===== config.mk =====
export PLATFORM = sky130hd
export DESIGN_NAME = lru_page_replacement_top_flat
export DESIGN_NICKNAME = d
export VERILOG_FILES = /design/src/rtl/lru_pkg.sv /design/src/rtl/lru_ref_if.sv /design/src/rtl/lru_res_if.sv /design/src/rtl/lru_cell.sv /design/src/rtl/lru_page_replacement_top.sv /design/src/flat_wrapper.sv
export SDC_FILE = /design/constraint.sdc
export NUM_CORES = 1
export LEC_CHECK = 0
export BUFFER_PORTS_ARGS = -buffer_cell sky130_fd_sc_hd__buf_2
export CAP_MARGIN = 20
export CORE_MARGIN = 3
export CORE_UTILIZATION = 55
export DETAILED_ROUTE_END_ITERATION = 8
export PLACE_DENSITY_LB_ADDON = 0.12
export SYNTH_ARGS = -nofsm -noshare
export SYNTH_HDL_FRONTEND = slang
export SYNTH_SLANG_ARGS = --single-unit

===== constraint.sdc =====
create_clock -name clk -period 5.3 [get_ports clk]
set_input_delay 1.06 -clock clk [delete_from_list [all_inputs] [get_ports clk]]
set_output_delay 1.06 -clock clk [all_outputs]
set_load 0.005 [all_outputs]

===== src/rtl/lru_pkg.sv =====
// Shared types and constants for the LRU page replacement block.
`timescale 1ns / 1ps
`default_nettype none
package lru_pkg;

  // Page fields on the ports are fixed at 16 bits.
  localparam int PageW = 16;
  // Frame index and rank fields are sized for the largest frame count (16).
  localparam int IdxW = 4;
  localparam int SlotW = 2;
  localparam logic [PageW-1:0] FaultMax = '1;

  // Search token handed from cell to cell.
  typedef struct packed {
    logic             vld;
    logic             last;
    logic [PageW-1:0] page;
    logic             hit;
    logic [IdxW-1:0]  hit_idx;
    logic [IdxW-1:0]  hit_rank;
    logic             empty;
    logic [IdxW-1:0]  empty_idx;
    logic [IdxW-1:0]  max_rank;
    logic [IdxW-1:0]  max_idx;
    logic [PageW-1:0] max_page;
  } lru_tok_t;

  // Update broadcast from the decision logic to every cell.
  typedef struct packed {
    logic             commit;
    logic             clear;
    logic             fill;
    logic             age_all;
    logic [IdxW-1:0]  slot;
    logic [IdxW-1:0]  limit;
    logic [PageW-1:0] page;
  } lru_upd_t;

endpackage
`default_nettype wire


===== src/rtl/lru_ref_if.sv =====
// Page reference channel: valid/ready plus the reference fields.
`timescale 1ns / 1ps
`default_nettype none
interface lru_ref_if;
  logic                     valid;
  logic                     ready;
  logic [lru_pkg::PageW-1:0] page_number;
  logic                     last_of_run;

  modport source(output valid, output page_number, output last_of_run, input ready);
  modport sink(input valid, input page_number, input last_of_run, output ready);
endinterface
`default_nettype wire


===== src/rtl/lru_res_if.sv =====
// Result channel: valid/ready plus the result fields.
`timescale 1ns / 1ps
`default_nettype none
interface lru_res_if;
  logic                     valid;
  logic                     ready;
  logic                     hit;
  logic [lru_pkg::SlotW-1:0] frame_slot;
  logic                     evicted_valid;
  logic [lru_pkg::PageW-1:0] evicted_page;
  logic [lru_pkg::PageW-1:0] fault_count;

  modport source(output valid, output hit, output frame_slot, output evicted_valid,
                 output evicted_page, output fault_count, input ready);
  modport sink(input valid, input hit, input frame_slot, input evicted_valid,
               input evicted_page, input fault_count, output ready);
endinterface
`default_nettype wire


===== src/rtl/lru_cell.sv =====
// One frame cell: holds page, valid and rank, folds itself into the search token.
`timescale 1ns / 1ps
`default_nettype none
module lru_cell #(
  parameter int FRAME_COUNT = 4,
  parameter int Index = 0
) (
  input  wire               clk,
  input  wire               rst,
  input  wire               advance,
  input  lru_pkg::lru_tok_t tok_in,
  input  lru_pkg::lru_upd_t upd,
  output lru_pkg::lru_tok_t tok_out
);
  import lru_pkg::*;

  localparam int RankW = (FRAME_COUNT > 1) ? $clog2(FRAME_COUNT) : 1;
  localparam logic [IdxW-1:0] MyIdx = IdxW'(Index);

  logic [PageW-1:0] page;
  logic             valid;
  logic [RankW-1:0] rank;
  logic [IdxW-1:0]  rank_ext;
  lru_tok_t         tok_next;

  assign rank_ext = IdxW'(rank);

  always_comb begin
    tok_next = tok_in;
    if (!tok_in.hit && valid && page == tok_in.page) begin
      tok_next.hit      = 1'b1;
      tok_next.hit_idx  = MyIdx;
      tok_next.hit_rank = rank_ext;
    end
    if (!tok_in.empty && !valid) begin
      tok_next.empty     = 1'b1;
      tok_next.empty_idx = MyIdx;
    end
    // first cell seeds the victim search; later cells win only when strictly older
    if (Index == 0 || rank_ext > tok_in.max_rank) begin
      tok_next.max_rank = rank_ext;
      tok_next.max_idx  = MyIdx;
      tok_next.max_page = page;
    end
  end

  always_ff @(posedge clk) begin
    if (rst) begin
      tok_out.vld <= 1'b0;
    end else if (advance) begin
      tok_out.vld <= tok_next.vld;
    end
    if (advance) begin
      tok_out.last      <= tok_next.last;
      tok_out.page      <= tok_next.page;
      tok_out.hit       <= tok_next.hit;
      tok_out.hit_idx   <= tok_next.hit_idx;
      tok_out.hit_rank  <= tok_next.hit_rank;
      tok_out.empty     <= tok_next.empty;
      tok_out.empty_idx <= tok_next.empty_idx;
      tok_out.max_rank  <= tok_next.max_rank;
      tok_out.max_idx   <= tok_next.max_idx;
      tok_out.max_page  <= tok_next.max_page;
    end
  end

  // frame state
  always_ff @(posedge clk) begin
    if (rst) begin
      valid <= 1'b0;
      rank  <= '0;
    end else if (upd.commit) begin
      if (upd.clear) begin
        valid <= 1'b0;
        rank  <= '0;
      end else if (upd.slot == MyIdx) begin
        rank <= '0;
        if (upd.fill) begin
          valid <= 1'b1;
        end
      end else if (valid && (upd.age_all || rank_ext < upd.limit)) begin
        rank <= rank + 1'b1;
      end
    end
  end

  always_ff @(posedge clk) begin
    if (upd.commit && !upd.clear && upd.fill && upd.slot == MyIdx) begin
      page <= upd.page;
    end
  end

endmodule
`default_nettype wire


===== src/rtl/lru_page_replacement_top.sv =====
// Top level of the LRU page replacement block: cell chain, decision and result register.
//
//   channel | dir | payload                                                   | handshake
//   --------+-----+-----------------------------------------------------------+----------
//   req     | in  | page_number[15:0], last_of_run                            | valid/ready
//   rsp     | out | hit, frame_slot[1:0], evicted_valid, evicted_page[15:0],  | valid/ready
//           |     | fault_count[15:0]                                         |
//
// Flow: a reference walks the chain of FRAME_COUNT cells, one cell per cycle,
// collecting hit, first empty frame and the oldest frame. Its result is
// registered at the edge that empties the chain, so req.ready is high again in
// the next cycle and the next reference can enter.
// Reset (rst, synchronous): all frames empty, ranks and fault count zero.
// Stalls: a result waiting on rsp does not block acceptance; a later item
// holds at the end of the chain until the result register frees.
`timescale 1ns / 1ps
`default_nettype none
module lru_page_replacement_top #(
  parameter int FRAME_COUNT = 4,
  parameter int PAGE_BITS = 16
) (
  input wire        clk,
  input wire        rst,
  lru_ref_if.sink   req,
  lru_res_if.source rsp
);
  import lru_pkg::*;

  // only the low PAGE_BITS bits of a page take part
  localparam int KeepW = (PAGE_BITS < PageW) ? PAGE_BITS : PageW;

  lru_tok_t         tok [FRAME_COUNT+1];
  lru_tok_t         tok_head;
  lru_tok_t         tl;
  lru_upd_t         upd;
  logic [FRAME_COUNT:0] tok_vld;
  logic             busy;
  logic             advance;
  logic             commit;
  logic [PageW-1:0] fault_total;
  logic [PageW-1:0] fault_next;
  logic [IdxW-1:0]  slot;
  logic             ev_valid;

  // token entering the first cell
  always_comb begin
    tok_head         = '0;
    tok_head.vld     = req.valid && req.ready;
    tok_head.last    = req.last_of_run;
    tok_head.page    = PageW'(req.page_number[KeepW-1:0]);
  end

  assign tok[0] = tok_head;

  genvar g;
  generate
    for (g = 0; g < FRAME_COUNT; g++) begin : g_cell
      lru_cell #(
        .FRAME_COUNT(FRAME_COUNT),
        .Index(g)
      ) u_cell (
        .clk(clk),
        .rst(rst),
        .advance(advance),
        .tok_in(tok[g]),
        .upd(upd),
        .tok_out(tok[g+1])
      );
    end
    for (g = 0; g <= FRAME_COUNT; g++) begin : g_vld
      assign tok_vld[g] = tok[g].vld;
    end
  endgenerate

  // one reference in flight at a time; next one enters once the chain drains
  assign busy      = |tok_vld[FRAME_COUNT:1];
  assign req.ready = !busy;

  assign tl      = tok[FRAME_COUNT];
  assign advance = !(tl.vld && rsp.valid && !rsp.ready);
  assign commit  = tl.vld && advance;

  // decision at the end of the chain
  always_comb begin
    if (tl.hit) begin
      slot = tl.hit_idx;
    end else if (tl.empty) begin
      slot = tl.empty_idx;
    end else begin
      slot = tl.max_idx;
    end
    ev_valid   = !tl.hit && !tl.empty;
    fault_next = fault_total;
    if (!tl.hit && fault_total != FaultMax) begin
      fault_next = fault_total + 1'b1;
    end
  end

  // a hit ages frames younger than the hit one; a fill ages every valid frame
  always_comb begin
    upd         = '0;
    upd.commit  = commit;
    upd.clear   = tl.last;
    upd.fill    = !tl.hit;
    upd.age_all = !tl.hit;
    upd.slot    = slot;
    upd.limit   = tl.hit_rank;
    upd.page    = tl.page;
  end

  always_ff @(posedge clk) begin
    if (rst) begin
      fault_total <= '0;
    end else if (commit) begin
      fault_total <= tl.last ? '0 : fault_next;
    end
  end

  // result register
  always_ff @(posedge clk) begin
    if (rst) begin
      rsp.valid <= 1'b0;
    end else if (commit) begin
      rsp.valid <= 1'b1;
    end else if (rsp.ready) begin
      rsp.valid <= 1'b0;
    end
  end

  always_ff @(posedge clk) begin
    if (commit) begin
      rsp.hit           <= tl.hit;
      rsp.frame_slot    <= slot[SlotW-1:0];
      rsp.evicted_valid <= ev_valid;
      rsp.evicted_page  <= ev_valid ? tl.max_page : '0;
      rsp.fault_count   <= fault_next;
    end
  end

endmodule
`default_nettype wire


===== src/flat_wrapper.sv =====
// flat-port wrapper written by rule: the top's interface ports become plain ports
module lru_page_replacement_top_flat import lru_pkg::*;
#(
  parameter int FRAME_COUNT = 4,
  parameter int PAGE_BITS = 16
)
  (clk, rst, req_valid, req_page_number, req_last_of_run, req_ready, rsp_valid, rsp_hit, rsp_frame_slot, rsp_evicted_valid, rsp_evicted_page, rsp_fault_count, rsp_ready);
  lru_ref_if req_i ();
  lru_res_if rsp_i ();
  input wire clk;
  input wire rst;
  input wire logic [$bits(req_i.valid)-1:0] req_valid;
  input wire logic [$bits(req_i.page_number)-1:0] req_page_number;
  input wire logic [$bits(req_i.last_of_run)-1:0] req_last_of_run;
  output wire logic [$bits(req_i.ready)-1:0] req_ready;
  output wire logic [$bits(rsp_i.valid)-1:0] rsp_valid;
  output wire logic [$bits(rsp_i.hit)-1:0] rsp_hit;
  output wire logic [$bits(rsp_i.frame_slot)-1:0] rsp_frame_slot;
  output wire logic [$bits(rsp_i.evicted_valid)-1:0] rsp_evicted_valid;
  output wire logic [$bits(rsp_i.evicted_page)-1:0] rsp_evicted_page;
  output wire logic [$bits(rsp_i.fault_count)-1:0] rsp_fault_count;
  input wire logic [$bits(rsp_i.ready)-1:0] rsp_ready;
  assign req_i.valid = req_valid;
  assign req_i.page_number = req_page_number;
  assign req_i.last_of_run = req_last_of_run;
  assign req_ready = req_i.ready;
  assign rsp_valid = rsp_i.valid;
  assign rsp_hit = rsp_i.hit;
  assign rsp_frame_slot = rsp_i.frame_slot;
  assign rsp_evicted_valid = rsp_i.evicted_valid;
  assign rsp_evicted_page = rsp_i.evicted_page;
  assign rsp_fault_count = rsp_i.fault_count;
  assign rsp_i.ready = rsp_ready;
  lru_page_replacement_top #(.FRAME_COUNT(FRAME_COUNT), .PAGE_BITS(PAGE_BITS)) u_core (.clk(clk), .rst(rst), .req(req_i), .rsp(rsp_i));
endmodule

==> out/qor.txt <==
Status -> finished, final reports clean
Residual DRC -> 0
RSZ-0062 raised after global routing -> false
Worst Path Required -> 5.47 ns
Setup CP Type -> register to register
Crit path launch type -> register
Post_cts resized -> 0
WHS Endpoint -> u_core.g_cell[1].u_cell.tok_out[54]
# setup viols final -> 0
Setup TNS -> 0 ns
Sequential fraction of the synthesis area -> 72.5%
Main combinational cell family by area after synthesis -> simple AND/OR/NAND/NOR gates
Synth async-reset ratio -> 0%
Tcrit/Tclk final -> 51.3%
Hold depth -> 0
Sink Count -> 302
TritonCTS buffer count -> 30
First-pass GRT wire length -> 37.8 mm
Core area -> 0.0213 mm2
Compound-Gate Fraction of Synth Area -> 4.74%
Die X -> 154 um
# IOs -> 59
Largest net degree at the start of global routing -> 131
Post-CTS Setup Bufs -> 0
Row count -> 53
Hold WC Path Type -> register to register
Hold_buf cts -> 0
Max-Cap Viols -> 0
Initial Utilization -> 56.6%
Dominant cells by area after synthesis -> edfxtp_1, dfxtp_1, nand2_1
Final WS setup -> 2.58 ns
FMAX -> 367 MHz
Most frequent cell after synthesis -> edfxtp_1
Slew headroom -> 29.5%
DR WL/cell -> 19.7 um
GPL Wtd Cong -> 0.879
Initial antenna violation count -> 0
Routed wire length -> 23.7 mm
H-tree levels -> 1
Pwr/cell area -> 346 mW/mm2
Crit path DAT -> 2.89 ns
Final Critical Period -> 2.72 ns
Max VDD drop -> 259 uV
Cell count after synthesis -> 833
Global-route usage over all layers -> 20.1%
Max Clock Skew -> 0.0212 ns
Synth top area share -> 67.0%
Distinct cells, synth -> 61
Commonest cells post-synth -> edfxtp_1, nand2_1, xor2_1, dfxtp_1, xnor2_1
Reg-to-reg critical path startpoint -> u_core.g_cell[3].u_cell.tok_out[54]
Worst slew pin tran -> 1.05 ns
Mapped Nets -> 867
FILL cells -> 1548
Vias in the first global route -> 6806
Seq cells post-synth -> 302
Final Core Density -> 64.0%
IO buf count -> 58
Worst-case clock buffer depth -> 3
Synthesized area -> 0.0121 mm2
Yosys Warn Count -> 0
Max FO, Critical Path -> 17
Worst min-delay path startpoint -> u_core.g_cell[0].u_cell.tok_out[54]
# nets final -> 939
Clock Root Buffer -> clkbuf_16
Cell taking the most area after synthesis -> edfxtp_1
Post-synth EDFFs -> 269
Primary FF master, synth -> edfxtp_1
DP Wirelength -> 15.8 mm
Post-Synth Simple-Gate Area -> 11.8%
First-pass DRT Iterations -> 5
Adder-cell share of the synthesized area -> 1.35%
Max Transition Viols Final -> 0
Area of the multi-input gates -> 0.00316 mm2
Worst slack, placed -> 2.01 ns
Share of cells above drive strength 1 -> 16.0%
Synth Area per Inst -> 14.5 um2
Remaining antenna violation count after routing -> 0
FF-to-FF path depth -> 3
DIE HEIGHT -> 154 um
Storage cell area -> 0.00874 mm2
Reg2reg end -> u_core.g_cell[2].u_cell.page[5]
Final Hold Fails -> 0
Crit. End Element -> register
CTS tree -> built
Post-synthesis mux area share -> 2.56%
DR iter-0 viols -> 597
Die ar. -> 0.0237 mm2
Clock Pin Slew Worst Setup and Hold Paths -> 0.06 ns
Antenna Cells -> 0
Area growth syn-to-layout -> 13.1%
Leakage power -> 4.99 nW
Via-to-Cell Ratio -> 5.76
Worst skew pair latency -> 0.57 ns
Total number of vias -> 6930
Grt ovf -> 0
XOR/XNOR Fraction of Synth Area -> 5.38%
FF-to-FF setup slack -> 2.58 ns
-- flip-flops by register name, summed over array words and instances (netlist names) --
signal and count:
u_core.g_cell.u_cell.tok_out 173, u_core.g_cell.u_cell.page 64, u_core.fault_total 16, u_core.rsp.evicted_page 16
u_core.rsp.fault_count 16, u_core.g_cell.u_cell.rank 8, u_core.g_cell.u_cell.valid 4, u_core.rsp.frame_slot 2
u_core.rsp.evicted_valid 1, u_core.rsp.hit 1, u_core.rsp.valid 1
-- final cells by class --
class                      count  share of cell area (%)
clock inverter                19                    1.17
clock buffer                  37                    5.77
tap                          275                    2.52
sequential                   302                    64.1
inverter                      20                   0.551
multi-input combinational    483                    23.2
timing repair buffer          68                    2.68
-- layout by cell type (no fill, tap or decap), types with 20 or more instances in the layout --
cell type / Yosys / routed
nand2_1: 123 / 122
and2_1: 20 / 20
buf_2: 6 / 58
mux2_2: 23 / 23
xnor2_1: 25 / 25
edfxtp_1: 269 / 269
xor2_1: 49 / 49
nor2_1: 23 / 23
dfxtp_1: 33 / 33
clkbuf_16: 0 / 30
-- worst max-delay path: stages, from the launching register on --
cell      delay [ns]
edfxtp_1        0.67
inv_1           0.46
nand2_1         0.35
nor3_4          0.84
-- worst max-delay path by stage --
stage / end / depth (start not counted) / slack [ns] / startpoint
after global placement: u_core.g_cell[2].u_cell.page[3] / 6 / 1.73 / rsp_ready
after CTS: u_core.g_cell[2].u_cell.page[4] / 3 / 2.57 / u_core.g_cell[3].u_cell.tok_out[54]
after global routing: u_core.g_cell[0].u_cell.tok_out[51] / 4 / 2.43 / rsp_ready
final: u_core.g_cell[2].u_cell.page[5] / 3 / 2.58 / u_core.g_cell[3].u_cell.tok_out[54]
after detailed placement: u_core.g_cell[2].u_cell.tok_out[30] / 4 / 2.01 / rsp_ready
after floorplan: u_core.g_cell[0].u_cell.tok_out[0] / 2 / 1.48 / rsp_ready
-- where the power goes --
part	internal, W	total [W]	switching [W]
Sequential	0.00261	0.00264	0.0000335
Combinational	0.0000262	0.0000630	0.0000368
Clock	0.00115	0.00201	0.000859
-- through the flow --
| stage | cell area (um2) | power, W | cells | hold WS, ns |
|---|---|---|---|---|
| final | 13600 | 0.00472 | 1204 | 0.422 |
| after global routing | 13600 | 0.00486 | 1204 | 0.424 |
| after CTS | 13600 | 0.00475 | 1204 | 0.420 |
| after detailed placement | 12700 | 0.00276 | 1148 | 0.406 |
| after global placement | 12700 | 0.00275 | 1148 | 0.403 |
| after floorplan | 12100 | 0.00271 | 833 | 0.400 |
-- logic make-up (layout without fill, tap and decap cells) --
family,after synthesis,in the layout
flip-flops,302,302
multiplexers,28,28
AO/OA/AOI/OAI,86,86
AND/OR/NAND/NOR,282,282
XOR/XNOR,74,74
adder cells (fa/ha/maj),13,13
buffers and inverters,48,144
-- per-layer routing --
layer | up-vias | part of all wire, % | track usage [%]
li1 | 3220 | - | -
met1 | 3423 | 46 | 30.4
met2 | 255 | 45 | 30.9
met3 | 32 | 6.7 | 3.10
met4 | 0 | 1.8 | 5.09
met5 | - | 0 | 0
Power figures use the tool's default switching activity.
